===== config.mk =====
export PLATFORM = sky130hd
export DESIGN_NAME = selective_repeat_receiver_flat
export DESIGN_NICKNAME = d
export VERILOG_FILES = /design/src/rtl/srr_pkg.sv /design/src/rtl/srr_in_if.sv /design/src/rtl/srr_out_if.sv /design/src/rtl/srr_cell.sv /design/src/rtl/selective_repeat_receiver.sv /design/src/flat_wrapper.sv
export SDC_FILE = /design/constraint.sdc
export NUM_CORES = 1
export LEC_CHECK = 0
export BUFFER_PORTS_ARGS = -buffer_cell sky130_fd_sc_hd__buf_4
export CORE_MARGIN = 2
export CORE_UTILIZATION = 52
export CTS_CLUSTER_SIZE = 30
export DETAILED_ROUTE_END_ITERATION = 8
export GPL_TIMING_DRIVEN = 0
export HOLD_SLACK_MARGIN = 0.03
export PLACE_DENSITY = 0.7
export SYNTH_ARGS = -nofsm -noshare
export SYNTH_HDL_FRONTEND = slang
export SYNTH_HIERARCHICAL = 1
export SYNTH_SLANG_ARGS = --single-unit

===== constraint.sdc =====
create_clock -name clk -period 11.75 [get_ports clk]
set_clock_uncertainty 0.2 [all_clocks]
set_input_delay 1.7625 -clock clk [delete_from_list [all_inputs] [get_ports clk]]
set_output_delay 1.7625 -clock clk [all_outputs]
set_load 0.01 [all_outputs]

===== src/rtl/srr_pkg.sv =====
`default_nettype none

package srr_pkg;

    localparam int SEQ_IN_BITS = 4;
    localparam int ACK_BITS    = 4;
    localparam int WLEN_BITS   = 4;

    localparam logic [WLEN_BITS-1:0] WLEN_RESET = 4'd4;

    localparam logic KIND_DELIVER = 1'b0;
    localparam logic KIND_ACK     = 1'b1;

    typedef enum logic [1:0] {
        S_IDLE  = 2'b01,
        S_DRAIN = 2'b10
    } state_t;

    typedef struct packed {
        logic shift;
        logic wr;
    } cell_ctrl_t;

endpackage

`default_nettype wire


===== src/rtl/srr_in_if.sv =====
`default_nettype none

interface srr_in_if #(
    parameter int PAYLOAD_BITS = 32
);
    logic                            valid;
    logic                            ready;
    logic [srr_pkg::SEQ_IN_BITS-1:0] seq_num;
    logic                            checksum_ok;
    logic [PAYLOAD_BITS-1:0]         payload;

    modport source (output valid, output seq_num, output checksum_ok, output payload,
                    input ready);
    modport sink   (input valid, input seq_num, input checksum_ok, input payload,
                    output ready);
endinterface

`default_nettype wire


===== src/rtl/srr_out_if.sv =====
`default_nettype none

interface srr_out_if #(
    parameter int PAYLOAD_BITS = 32
);
    logic                         valid;
    logic                         ready;
    logic                         kind;
    logic [PAYLOAD_BITS-1:0]      data;
    logic [srr_pkg::ACK_BITS-1:0] ack_num;
    logic                         last;

    modport source (output valid, output kind, output data, output ack_num, output last,
                    input ready);
    modport sink   (input valid, input kind, input data, input ack_num, input last,
                    output ready);
endinterface

`default_nettype wire


===== src/rtl/srr_cell.sv =====
`default_nettype none

module srr_cell #(
    parameter int PAYLOAD_BITS = 32
) (
    input  wire                      clk,
    input  wire                      rst_n,
    input  wire srr_pkg::cell_ctrl_t ctrl,
    input  wire [PAYLOAD_BITS-1:0]   wr_payload,
    input  wire                      nb_valid,
    input  wire [PAYLOAD_BITS-1:0]   nb_payload,
    output logic                     valid,
    output logic [PAYLOAD_BITS-1:0]  payload
);

    logic                    valid_reg;
    logic                    valid_next;
    logic [PAYLOAD_BITS-1:0] payload_reg;
    logic [PAYLOAD_BITS-1:0] payload_next;

    always_comb
    begin
        valid_next   = valid_reg;
        payload_next = payload_reg;
        if (ctrl.shift)
        begin
            valid_next   = nb_valid;
            payload_next = nb_payload;
        end
        else if (ctrl.wr)
        begin
            valid_next   = 1'b1;
            payload_next = wr_payload;
        end
    end

    always_ff @(posedge clk or negedge rst_n)
    begin
        if (!rst_n)
        begin
            valid_reg <= 1'b0;
        end
        else
        begin
            valid_reg <= valid_next;
        end
    end

    always_ff @(posedge clk)
    begin
        payload_reg <= payload_next;
    end

    assign valid   = valid_reg;
    assign payload = payload_reg;

endmodule

`default_nettype wire


===== src/rtl/selective_repeat_receiver.sv =====
//  channel | dir | fields                                  | handshake
//  pkt     | in  | seq_num, checksum_ok, payload           | valid/ready
//  res     | out | kind, data, ack_num, last               | valid/ready
//  cfg     | in  | cfg_wdata (window_length)               | cfg_we
//
//  Corrupt, buffered or dropped packet: the ACK is registered at once.
//  In-order packet: n deliveries (n up to MAX_WINDOW), then the ACK; the
//  slot chain shifts by one cell per delivery.
//  Reset clears the slot valid bits and the window state; no clearing pass.
//  A stall on res holds the drain; pkt is taken only while no result waits.
`default_nettype none

module selective_repeat_receiver #(
    parameter int SEQ_SPACE    = 16,
    parameter int MAX_WINDOW   = 8,
    parameter int INITIAL_SEQ  = 0,
    parameter int PAYLOAD_BITS = 32
) (
    input  wire                             clk,
    input  wire                             rst_n,
    srr_in_if.sink                          pkt,
    srr_out_if.source                       res,
    input  wire                             cfg_we,
    input  wire [srr_pkg::WLEN_BITS-1:0]    cfg_wdata
);

    localparam int SW     = (SEQ_SPACE > 2) ? $clog2(SEQ_SPACE) : 1;
    localparam int WIN_W  = $clog2(MAX_WINDOW + 1);
    localparam int BASE_RST = INITIAL_SEQ % SEQ_SPACE;
    localparam int ACK_RST  = (BASE_RST + SEQ_SPACE - 1) % SEQ_SPACE;

    srr_pkg::state_t state_reg, state_next;

    logic [SW-1:0]                 base_reg, base_next;
    logic [SW-1:0]                 prior_ack_reg, prior_ack_next;
    logic [SW-1:0]                 ack_seq_reg, ack_seq_next;
    logic [srr_pkg::WLEN_BITS-1:0] wlen_reg;

    logic                           res_valid_reg, res_valid_next;
    logic                           res_kind_reg, res_kind_next;
    logic [PAYLOAD_BITS-1:0]        res_data_reg, res_data_next;
    logic [srr_pkg::ACK_BITS-1:0]   res_ack_reg, res_ack_next;
    logic                           res_last_reg, res_last_next;

    srr_pkg::cell_ctrl_t            ctrl [MAX_WINDOW];
    logic                           cell_valid [MAX_WINDOW];
    logic [PAYLOAD_BITS-1:0]        cell_payload [MAX_WINDOW];

    logic [8:0]       seq_full;
    logic [SW-1:0]    seq_red;
    logic [SW:0]      diff_raw;
    logic [SW-1:0]    diff;
    logic [WIN_W-1:0] win_eff;
    logic             in_window;
    logic             out_free;
    logic             accept;

    // sequence number reduced modulo the space
    always_comb
    begin
        seq_full = 9'(pkt.seq_num);
        for (int i = 0; i < 8; i++)
        begin
            if (seq_full >= 9'(SEQ_SPACE))
            begin
                seq_full = seq_full - 9'(SEQ_SPACE);
            end
        end
    end

    assign seq_red  = SW'(seq_full);
    assign diff_raw = {1'b0, seq_red} - {1'b0, base_reg};
    assign diff     = diff_raw[SW] ? SW'(diff_raw + (SW+1)'(SEQ_SPACE)) : diff_raw[SW-1:0];

    always_comb
    begin
        if (wlen_reg == '0)
        begin
            win_eff = WIN_W'(1);
        end
        else if (32'(wlen_reg) > MAX_WINDOW)
        begin
            win_eff = WIN_W'(MAX_WINDOW);
        end
        else
        begin
            win_eff = WIN_W'(wlen_reg);
        end
    end

    assign in_window = 32'(diff) < 32'(win_eff);
    assign out_free  = !res_valid_reg || res.ready;
    assign pkt.ready = (state_reg == srr_pkg::S_IDLE) && out_free;
    assign accept    = pkt.valid && pkt.ready;

    always_comb
    begin
        state_next     = state_reg;
        base_next      = base_reg;
        prior_ack_next = prior_ack_reg;
        ack_seq_next   = ack_seq_reg;
        res_valid_next = res_valid_reg && !res.ready;
        res_kind_next  = res_kind_reg;
        res_data_next  = res_data_reg;
        res_ack_next   = res_ack_reg;
        res_last_next  = res_last_reg;
        for (int i = 0; i < MAX_WINDOW; i++)
        begin
            ctrl[i] = '0;
        end

        case (state_reg)
            srr_pkg::S_IDLE:
            begin
                if (accept)
                begin
                    if (!pkt.checksum_ok)
                    begin
                        res_valid_next = 1'b1;
                        res_kind_next  = srr_pkg::KIND_ACK;
                        res_data_next  = '0;
                        res_ack_next   = srr_pkg::ACK_BITS'(prior_ack_reg);
                        res_last_next  = 1'b1;
                    end
                    else
                    begin
                        prior_ack_next = seq_red;
                        ack_seq_next   = seq_red;
                        if (diff == '0)
                        begin
                            ctrl[0].wr = 1'b1;
                            state_next = srr_pkg::S_DRAIN;
                        end
                        else
                        begin
                            for (int i = 0; i < MAX_WINDOW; i++)
                            begin
                                ctrl[i].wr = in_window && (32'(diff) == i);
                            end
                            res_valid_next = 1'b1;
                            res_kind_next  = srr_pkg::KIND_ACK;
                            res_data_next  = '0;
                            res_ack_next   = srr_pkg::ACK_BITS'(seq_red);
                            res_last_next  = 1'b1;
                        end
                    end
                end
            end
            srr_pkg::S_DRAIN:
            begin
                if (out_free)
                begin
                    res_valid_next = 1'b1;
                    if (cell_valid[0])
                    begin
                        res_kind_next = srr_pkg::KIND_DELIVER;
                        res_data_next = cell_payload[0];
                        res_ack_next  = '0;
                        res_last_next = 1'b0;
                        for (int i = 0; i < MAX_WINDOW; i++)
                        begin
                            ctrl[i].shift = 1'b1;
                        end
                        base_next = (base_reg == SW'(SEQ_SPACE - 1)) ? '0 : base_reg + 1'b1;
                    end
                    else
                    begin
                        res_kind_next = srr_pkg::KIND_ACK;
                        res_data_next = '0;
                        res_ack_next  = srr_pkg::ACK_BITS'(ack_seq_reg);
                        res_last_next = 1'b1;
                        state_next    = srr_pkg::S_IDLE;
                    end
                end
            end
            default:
            begin
                state_next = srr_pkg::S_IDLE;
            end
        endcase
    end

    generate
        for (genvar g = 0; g < MAX_WINDOW; g++)
        begin : g_cell
            logic                    nb_valid;
            logic [PAYLOAD_BITS-1:0] nb_payload;

            if (g == MAX_WINDOW - 1)
            begin : g_tail
                assign nb_valid   = 1'b0;
                assign nb_payload = '0;
            end
            else
            begin : g_link
                assign nb_valid   = cell_valid[g+1];
                assign nb_payload = cell_payload[g+1];
            end

            srr_cell #(
                .PAYLOAD_BITS (PAYLOAD_BITS)
            ) u_cell (
                .clk        (clk),
                .rst_n      (rst_n),
                .ctrl       (ctrl[g]),
                .wr_payload (pkt.payload),
                .nb_valid   (nb_valid),
                .nb_payload (nb_payload),
                .valid      (cell_valid[g]),
                .payload    (cell_payload[g])
            );
        end
    endgenerate

    always_ff @(posedge clk or negedge rst_n)
    begin
        if (!rst_n)
        begin
            state_reg     <= srr_pkg::S_IDLE;
            base_reg      <= SW'(BASE_RST);
            prior_ack_reg <= SW'(ACK_RST);
            ack_seq_reg   <= '0;
            wlen_reg      <= srr_pkg::WLEN_RESET;
            res_valid_reg <= 1'b0;
        end
        else
        begin
            state_reg     <= state_next;
            base_reg      <= base_next;
            prior_ack_reg <= prior_ack_next;
            ack_seq_reg   <= ack_seq_next;
            res_valid_reg <= res_valid_next;
            if (cfg_we)
            begin
                wlen_reg <= cfg_wdata;
            end
        end
    end

    always_ff @(posedge clk)
    begin
        res_kind_reg <= res_kind_next;
        res_data_reg <= res_data_next;
        res_ack_reg  <= res_ack_next;
        res_last_reg <= res_last_next;
    end

    assign res.valid   = res_valid_reg;
    assign res.kind    = res_kind_reg;
    assign res.data    = res_data_reg;
    assign res.ack_num = res_ack_reg;
    assign res.last    = res_last_reg;

endmodule

`default_nettype wire


===== src/flat_wrapper.sv =====
// flat-port wrapper written by rule: the top's interface ports become plain ports
module selective_repeat_receiver_flat 
#(
    parameter int SEQ_SPACE    = 16,
    parameter int MAX_WINDOW   = 8,
    parameter int INITIAL_SEQ  = 0,
    parameter int PAYLOAD_BITS = 32
)
  (clk, rst_n, cfg_we, cfg_wdata, pkt_valid, pkt_seq_num, pkt_checksum_ok, pkt_payload, pkt_ready, res_valid, res_kind, res_data, res_ack_num, res_last, res_ready);
  srr_in_if #(.PAYLOAD_BITS(PAYLOAD_BITS)) pkt_i ();
  srr_out_if #(.PAYLOAD_BITS(PAYLOAD_BITS)) res_i ();
  input  wire clk;
  input  wire rst_n;
  input  wire cfg_we;
  input  wire [srr_pkg::WLEN_BITS-1:0] cfg_wdata;
  input wire logic [$bits(pkt_i.valid)-1:0] pkt_valid;
  input wire logic [$bits(pkt_i.seq_num)-1:0] pkt_seq_num;
  input wire logic [$bits(pkt_i.checksum_ok)-1:0] pkt_checksum_ok;
  input wire logic [$bits(pkt_i.payload)-1:0] pkt_payload;
  output wire logic [$bits(pkt_i.ready)-1:0] pkt_ready;
  output wire logic [$bits(res_i.valid)-1:0] res_valid;
  output wire logic [$bits(res_i.kind)-1:0] res_kind;
  output wire logic [$bits(res_i.data)-1:0] res_data;
  output wire logic [$bits(res_i.ack_num)-1:0] res_ack_num;
  output wire logic [$bits(res_i.last)-1:0] res_last;
  input wire logic [$bits(res_i.ready)-1:0] res_ready;
  assign pkt_i.valid = pkt_valid;
  assign pkt_i.seq_num = pkt_seq_num;
  assign pkt_i.checksum_ok = pkt_checksum_ok;
  assign pkt_i.payload = pkt_payload;
  assign pkt_ready = pkt_i.ready;
  assign res_valid = res_i.valid;
  assign res_kind = res_i.kind;
  assign res_data = res_i.data;
  assign res_ack_num = res_i.ack_num;
  assign res_last = res_i.last;
  assign res_i.ready = res_ready;
  selective_repeat_receiver #(.SEQ_SPACE(SEQ_SPACE), .MAX_WINDOW(MAX_WINDOW), .INITIAL_SEQ(INITIAL_SEQ), .PAYLOAD_BITS(PAYLOAD_BITS)) u_core (.clk(clk), .rst_n(rst_n), .pkt(pkt_i), .res(res_i), .cfg_we(cfg_we), .cfg_wdata(cfg_wdata));
endmodule

==> results of run 1 <==
## cell families after synthesis
kind of cell               count (synthesis)  share of synthesized area, %
xor gates and xnor gates                   4                         0.236
DFF                                      320                          63.9
adders and majority gates                 10                         0.894
and+or+nand+nor                           98                          3.56
muxes                                    270                          25.9
other                                      1                        0.0253
AOI/OAI and AO/OA                         34                          1.35
buffers and inverters                     52                          4.11
## power by group
part           total (µW)  switching, µW  internal [µW]
clock network         990            408            581
logic                 493            252            241
registers            1460           48.5           1410
total                2940            709           2230
## through the flow
step                      util (%)  hold WS, ps
after floorplan                  -          250
after global placement        57.5          262
after detailed placement      57.6          268
after CTS                     61.4          282
after global routing          61.4          307
final                         61.4          279
## final timing paths
path	from	endpoint	slack (ps)	cells after the start
max	pkt_seq_num[0]	u_core/g_cell[6].u_cell/payload[0]$_DFFE_PP_	6800	12
min	u_core/g_cell[3].u_cell/valid$_DFFE_PN0P_	u_core/g_cell[2].u_cell/valid$_DFFE_PN0P_	280	2
max reg2reg	u_core/base_reg[0]$_DFFE_PN0P_	u_core/g_cell[6].u_cell/payload[0]$_DFFE_PP_	7810	10
min reg2reg	u_core/g_cell[3].u_cell/valid$_DFFE_PN0P_	u_core/g_cell[2].u_cell/valid$_DFFE_PN0P_	280	2
max in group asynchronous	rst_n	u_core/wlen_reg[2]$_DFFE_PN1P_	10040	1
min in group asynchronous	rst_n	u_core/ack_seq_reg[3]$_DFFE_PN0P_	990	1
## synthesized netlist by cell type (all sizes together) (3+ instances only)
| library cell | n |
|---|---|
| dfstp | 6 |
| clkbuf | 9 |
| nand2 | 24 |
| nor2 | 13 |
| mux2 | 266 |
| a21oi | 3 |
| or2 | 9 |
| or3 | 3 |
| ha | 9 |
| xnor2 | 3 |
| mux2i | 4 |
| buf | 33 |
| nor3 | 5 |
| inv | 10 |
| o21ai | 19 |
| and3 | 32 |
| dfrtp | 21 |
| nor4 | 3 |
| edfxtp | 293 |
## cell type report
type	instances	area [µm²]	share of cell area [%]
multi-input cells	449	4880	28.5
clock inverters	12	57.6	0.336
repair buffers	85	658	3.84
clock buffers	49	981	5.72
plain buffers	42	572	3.34
inverters	10	37.5	0.219
flip-flops and latches	320	9480	55.3
well taps	378	473	2.76
## layout by cell type, fill, tap and decap left out, types with 3 or more instances in the layout
master,instances
or2_2,9
buf_4,85
nor2_1,13
nor3_1,5
edfxtp_1,293
buf_12,16
buf_8,8
and3_1,32
buf_6,8
nand2_1,24
clkbuf_1,20
clkbuf_16,37
o21ai_0,18
clkinv_2,6
dfrtp_1,21
mux2_2,50
mux2_4,216
inv_1,10
a21oi_1,3
dfstp_2,6
clkinv_1,5
ha_1,9
xnor2_1,3
conb_1,33
mux2i_1,4
## layer usage
layer  share of wire (%)  up-vias  wire length (µm)
met4                 1.8        0               413
met2                  51      134             12000
met3                 4.5       30              1050
met5                   0        -                 0
met1                  43     3449             10000
li1                    -     3311                 -
## worst max-delay path: cells and delay by family
| kind | cells | cell delay (ps) |
|---|---|---|
| compound gates | 2 | 360 |
| xor+xnor | 1 | 280 |
| fa+ha+maj | 3 | 840 |
| buf+inv | 4 | 360 |
| simple gates | 2 | 1250 |
==> impl_metrics.json, run 1 <==
{
  "status": "finished, final reports clean",
  "viasPerCell": 5.15,
  "fin_cells": 1345,
  "crit_chain": "buf_4 > inv_1 > ha_1 > inv_1 > fa_1 > xnor2_1 > inv_1 > ha_1 > o21a_1 > o21a_1 > nor4_1 > or2_2",
  "netlist_area_um2": 14800,
  "start_util_pct": 53.1,
  "critPathMaxStageDelay_ps": 740,
  "critPathLaunchType": "primary input",
  "postLayoutSetupSlackWorst_ps": 6800,
  "synth-edff-count": 293,
  "synth_ff_type": "edfxtp_1",
  "fin_area_um2": 17100,
  "finalMaxSlewViolations": 0,
  "core_um2": 27900,
  "syn_inst": 789,
  "dp.cells": 1284,
  "crit_type": "in2reg",
  "finalCritPeriodShare_pct": 42.2,
  "grt_util_met1_pct": 20.0,
  "drive_gt1_share_pct": 46.2,
  "grt_setup_unrepaired": "no",
  "slew_headroom_pct": 18.1,
  "clock_path_buffers": 3,
  "gr-total-overflow": 0,
  "finalSetupViolCount": 0,
  "hpwl_um": 16100,
  "p_total_uw": 2940,
  "vias": 6924,
  "clock-sinks": 320,
  "dieHeight_um": 173,
  "cp.arrival_ps": 4870,
  "setup.worst_path.end_class": "register",
  "die_width_um": 173,
  "busiest_layer": "met2",
  "power.density_nw_per_um2": 172,
  "fillers": 2080,
  "synthTopCellsByArea": "edfxtp_1, mux2_4, mux2_2, dfrtp_1, buf_12",
  "pre_cts_slack_ps": 6310,
  "post_dp_cell_area_um2": 16100,
  "syn_to_final_growth_pct": 15.5,
  "crit_top_cell": "inv_1",
  "root_buffer": "clkbuf_16",
  "grt_use_total_pct": 16.0,
  "dieArea_um2": 29900,
  "drtIter0Drc": 336,
  "crit_path_max_fanout": 32,
  "antenna_found_initial": 0,
  "worstMarginPinSlew_ps": 1220,
  "grt_pass1_vias": 7397,
  "finalNetCount": 999,
  "grt_max_degree": 33,
  "hold_path_class": "reg2reg",
  "finalHoldViolations": 0,
  "worstPathRequired_ps": 11670,
  "diodes": 0,
  "synth_seq_cells": 320,
  "cts_htree_levels": 2,
  "use_met3_pct": 3.30,
  "cts_setup_buffers": 0,
  "tritoncts": "yes",
  "gp_congestion": 0.736,
  "drc": 0,
  "ios": 86,
  "fmax_mhz": 202,
  "synth_seq_area_share_pct": 63.9,
  "cts_buffers": 35,
  "wl_per_cell_um": 17.4,
  "crit_path_top_delay_cell": "or2_2",
  "ctsResizeCount": 0,
  "grt_pass1_wl_um": 38600,
  "yosys.area.top_type": "edfxtp_1",
  "port_buffers": 84,
  "synthDistinctLibCells": 42,
  "fp-row-count": 61,
  "clk_pin_slew_ps": 60,
  "maxCapViolCount": 0,
  "syn_avg_cell_area_um2": 18.8,
  "clkLatencyLatePin_ps": 500,
  "post-route-min-period_ps": 4950,
  "yosysWarnings": 6,
  "vdd_ir_drop_max_v": 0.000122,
  "synth_top_cell_area_share_pct": 59.3,
  "postCtsHoldBufs": 0,
  "largest_register_ff_count": 256,
  "async_reset_ff_share_pct": 8.44,
  "dr.pass1.iters": 4,
  "tns_ps": 0,
  "drt-total-wl_um": 23400,
  "leakagePower_uw": 0.00646,
  "ant_nets": 0,
  "grt_use_met2_pct": 28.6
}
No activity file was read; power rests on OpenSTA's default activity.
==> run 2, diff against run 1 <==
- clock period: 11.75 -> 4.9 ns (I/O delays scaled with it)
==> run 2 against run 1 <==
  * Register-to-register slack lost 6800 ps
  * Critical path type is now reg2reg
  * Utilization is essentially flat
  * Clock power grew 140%
  * Critical path depth shrank 2
  * Routed wire length grew 0.25%
==> impl_metrics.json, run 2 (synthesis results as in run 1) <==
{
  "status": "finished, final reports clean",
  "drive_gt1_share_pct": 46.2,
  "post-route-min-period_ps": 3900,
  "postLayoutSetupSlackWorst_ps": 999,
  "pre_cts_slack_ps": 485,
  "crit_path_max_fanout": 32,
  "finalNetCount": 1000,
  "root_buffer": "clkbuf_16",
  "ant_nets": 0,
  "finalCritPeriodShare_pct": 79.6,
  "clock_path_buffers": 3,
  "hold_path_class": "in2reg",
  "critPathMaxStageDelay_ps": 730,
  "finalSetupViolCount": 0,
  "finalHoldViolations": 0,
  "core_um2": 27900,
  "port_buffers": 84,
  "fp-row-count": 61,
  "clock-sinks": 320,
  "cts_buffers": 35,
  "final_common_cell": "edfxtp_1",
  "maxCapViolCount": 0,
  "start_util_pct": 53.1,
  "hold_ws_ps": 263,
  "vdd_ir_drop_max_v": 0.000293,
  "layout_common_cells": "edfxtp_1, mux2_4, buf_4",
  "dp.cells": 1284,
  "grt_setup_unrepaired": "no",
  "utilization_pct": 61.4,
  "gp_congestion": 0.736,
  "drc": 0,
  "clkLatencyLatePin_ps": 500,
  "worstMarginPinSlew_ps": 1210,
  "cts_setup_buffers": 0,
  "grt_pass1_vias": 7398,
  "drtIter0Drc": 318,
  "ios": 86,
  "grt_max_degree": 33,
  "leakagePower_uw": 0.00647,
  "dieArea_um2": 29900,
  "grt_use_total_pct": 16.1,
  "crit_path_top_delay_cell": "or2_2",
  "cp.arrival_ps": 3820,
  "p_total_uw": 7060,
  "crit_chain": "ha_1 > inv_1 > fa_1 > ha_1 > inv_1 > a31oi_1 > o21a_1 > o21a_1 > nor4_1 > or2_2",
  "crit_type": "reg2reg",
  "fmax_mhz": 256,
  "antenna_found_initial": 0,
  "largest_register_ff_count": 256,
  "hpwl_um": 16100,
  "clk_pin_slew_ps": 60,
  "dieHeight_um": 173,
  "diodes": 0,
  "wl_per_cell_um": 17.5,
  "syn_to_final_growth_pct": 15.6,
  "critPathTopFamily": "simple AND/OR/NAND/NOR gates",
  "power.density_nw_per_um2": 411,
  "dr.pass1.iters": 4,
  "worstPathRequired_ps": 4820,
  "drt-total-wl_um": 23500,
  "finalMaxSlewViolations": 0,
  "critPathLaunchType": "register",
  "grt_pass1_wl_um": 38600,
  "gr-total-overflow": 0,
  "cts_htree_levels": 2,
  "tritoncts": "yes",
  "fin_cells": 1346,
  "setup.worst_path.end_class": "register",
  "vias": 6938,
  "slew_headroom_pct": 19.0,
  "die_width_um": 173,
  "viasPerCell": 5.15,
  "crit_buf_inv": 2
}
==> run 2: cell count changes in the layout (fill, tap and decap cells not counted) <==
cell / change
dlygate4sd3_1: +1
==> run 2: worst paths after layout <==
path                            cells past startpoint                                      endpoint  slack, ps                                      start
min in group asynchronous                           2             u_core/ack_seq_reg[1]$_DFFE_PN0P_        510                                      rst_n
worst min register to register                      2     u_core/g_cell[2].u_cell/valid$_DFFE_PN0P_        280  u_core/g_cell[3].u_cell/valid$_DFFE_PN0P_
max in group asynchronous                           2                u_core/wlen_reg[2]$_DFFE_PN1P_       3660                                      rst_n
worst min-delay path                                3                u_core/wlen_reg[3]$_DFFE_PN0P_        260                               cfg_wdata[3]
worst max-delay path                               10  u_core/g_cell[6].u_cell/payload[0]$_DFFE_PP_       1000             u_core/base_reg[0]$_DFFE_PN0P_
worst max register to register                     10  u_core/g_cell[6].u_cell/payload[0]$_DFFE_PP_       1000             u_core/base_reg[0]$_DFFE_PN0P_
==> run 2: final cells by class <==
class,instances,area (µm²)
clock buffers,49,981
clock inverters,12,57.6
well taps,378,473
repair buffers,86,668
flip-flops and latches,320,9480
plain buffers,42,572
multi-input cells,449,4880
fillers,2080,10800
inverters,10,37.5
==> run 2: timing repair <==
item                                   4_1_cts  5_1_grt
gates resized for setup                      0        0
hold buffers                                 1        0
endpoints found under the hold margin       21        0
==> run 2: worst min-delay path, stage by stage <==
cell and delay, ps:
buf_4 80, nand2_1 40, o21ai_0 60
==> run 2: stage by stage <==
stage / cell area, µm² / setup TNS (ps)
finish: 17200 / 0
global route: 17200 / 0
CTS: 17200 / 0
detailed placement: 16100 / 0
global placement: 16100 / -21240
floorplan: 15000 / 0
==> run 2: per-layer routing <==
metal	GRT usage, %	part of all wire (%)	up-vias
li1	-	-	3313
met1	20.0	42	3465
met2	28.7	51	132
met3	3.30	4.9	28
met4	3.99	1.7	0
met5	0	0	-
==> run 2: power breakdown <==
group          internal (µW)  leakage (µW)  switching, µW
clock network           1390      0.000512            978
registers               3390       0.00300            117
logic                    578       0.00295            603
==> run 3, diff against run 2 <==
- PLACE_DENSITY: 0.7 -> 0.72
- clock period: 4.9 -> 3.35 ns (I/O delays scaled with it)
==> run 3 against run 2 <==
  * Sequential power increased by 47%
  * Highest routed layer unchanged
  * Cell count grew 2.0%
  * Setup slack got worse by 910 ps
  * Total power rose by 51%
  * Count of clock-buffer cells in the layout shrank 2
  * Critical path depth increased by 1
==> impl_metrics.json, run 3 (synthesis results as in run 1) <==
{
  "root_buffer": "clkbuf_16",
  "crit_type": "reg2reg",
  "finalHoldViolations": 0,
  "hpwl_um": 15900,
  "tritoncts": "yes",
  "hold_ws_ps": 83.4,
  "critPathMaxStageDelay_ps": 640,
  "wl_per_cell_um": 18.9,
  "critPathLaunchType": "register",
  "slew_headroom_pct": 50.7,
  "reg2regPathDepth": 11,
  "min_path_cells": 2,
  "crit_path_top_delay_cell": "fa_2",
  "clk_pin_slew_ps": 60,
  "grt_use_total_pct": 17.5,
  "cts_htree_levels": 2,
  "dp.cells": 1284,
  "crit_path_max_fanout": 10,
  "cts_buffers": 34,
  "vdd_ir_drop_max_v": 0.000385,
  "clkLatencyLatePin_ps": 500,
  "largest_register_ff_count": 256,
  "p_total_uw": 10700,
  "finalSetupViolCount": 0,
  "post-route-min-period_ps": 3260,
  "gr-total-overflow": 0,
  "crit_buf_inv": 3,
  "ant_nets": 0,
  "viasPerCell": 5.21,
  "finalNetCount": 1032,
  "setup.worst_path.end_class": "register",
  "critPathTopFamily": "adder cells",
  "worstPathRequired_ps": 3350,
  "dieHeight_um": 173,
  "power.density_nw_per_um2": 601,
  "grt_pass1_vias": 7534,
  "clock-sinks": 320,
  "finalCritPeriodShare_pct": 97.2,
  "core_um2": 27900,
  "die_width_um": 173,
  "start_util_pct": 53.1,
  "antenna_found_initial": 0,
  "gp_congestion": 0.796,
  "grt_pass1_wl_um": 41300,
  "worstMarginPinSlew_ps": 739,
  "port_buffers": 84,
  "dr.pass1.iters": 5,
  "clock_path_buffers": 3,
  "crit_chain": "ha_4 > inv_1 > fa_2 > ha_4 > inv_1 > a31oi_1 > o21a_1 > o21a_4 > nor4_4 > or2_4 > buf_12",
  "finalMaxSlewViolations": 0,
  "drt-total-wl_um": 26000,
  "path_depth": 11,
  "hold_path_class": "in2reg",
  "fin_cells": 1373,
  "status": "finished, final reports clean",
  "syn_to_final_growth_pct": 19.8,
  "ios": 86,
  "dieArea_um2": 29900,
  "leakagePower_uw": 0.00669,
  "drive_gt1_share_pct": 48.9,
  "drtIter0Drc": 484,
  "post_dp_cell_area_um2": 16100,
  "fp-row-count": 61,
  "drc": 0,
  "fmax_mhz": 307,
  "cp.arrival_ps": 3260,
  "grt_max_degree": 33,
  "layout_common_cells": "edfxtp_1, mux2_4, buf_4",
  "fin_area_um2": 17800,
  "maxCapViolCount": 0,
  "vias": 7148,
  "final_common_cell": "edfxtp_1",
  "diodes": 0
}
==> run 3: cell types whose count changed in the layout (fill, tap and decap cells not counted), moves of 4 or more <==
cell / before / now
buf_12: 16 / 29
buf_4: 85 / 91
clkinv_2: 6 / 0
dlygate4sd3_1: 1 / 6
nor3_1: 5 / 1
or2_2: 9 / 1
or2_4: 0 / 17
==> run 3: worst register-to-register path, delay by kind of cell (launching register included) <==
kind,cells,cell delay (ps)
adder cells (fa/ha/maj),3,1000
AO/OA/AOI/OAI,3,500
buffers and inverters,3,240
flip-flops,1,390
AND/OR/NAND/NOR,2,620
==> run 3: repair_timing <==
item,4_1_cts,5_1_grt
gates resized for setup,26,12
cloned,9,0
setup endpoints to repair,256,256
hold endpoints to repair,31,0
hold buffers,6,0
pin swaps,15,4
buffers inserted,15,4
==> run 3: area by class of cell <==
class                   instances  area, µm²
well taps                     378        473
fillers                      1953      10200
clock buffers                  47        973
plain buffers                  42        572
flip-flops and latches        320       9480
clock inverters                 8        113
repair buffers                110       1010
multi-input cells             458       5110
inverters                      10       37.5
==> run 3: per-layer routing <==
metal  global-route usage [%]  share of wire (%)  vias up
met5                        0                  0        -
met1                     23.0                 43     3575
met2                     30.1                 50      165
li1                         -                  -     3375
met4                     4.63                1.8        0
met3                     3.36                5.2       33
==> run 3: final timing paths <==
check / slack, ps / startpoint / end
worst max-delay path: 90 / u_core/base_reg[0]$_DFFE_PN0P_ / u_core/g_cell[2].u_cell/payload[28]$_DFFE_PP_
worst min-delay path: 80 / pkt_seq_num[2] / u_core/prior_ack_reg[2]$_DFFE_PN1P_
worst max register to register: 90 / u_core/base_reg[0]$_DFFE_PN0P_ / u_core/g_cell[2].u_cell/payload[28]$_DFFE_PP_
worst min register to register: 290 / u_core/ack_seq_reg[0]$_DFFE_PN0P_ / u_core/ack_seq_reg[0]$_DFFE_PN0P_
max in group asynchronous: 2370 / rst_n / u_core/state_reg[0]$_DFFE_PN1P_
min in group asynchronous: 270 / rst_n / u_core/base_reg[2]$_DFFE_PN0P_
==> run 3: report_power, final <==
group	internal [µW]	switching, µW	total (µW)	leakage [µW]
Clock	2250	1420	3670	0.000523
Combinational	907	970	1880	0.00317
Sequential	4950	179	5130	0.00300
==> run 3: per-stage QoR <==
stage / util (%) / worst slack, ps / setup TNS (ps)
2_1_floorplan: - / 20.9 / 0
3_3_place_gp: 57.5 / -602 / -130960
3_5_place_dp: 57.6 / -611 / -119870
4_1_cts: 63.3 / 2.95 / 0
5_1_grt: 63.6 / -57.6 / -1730
6_report: 63.6 / 94.0 / 0
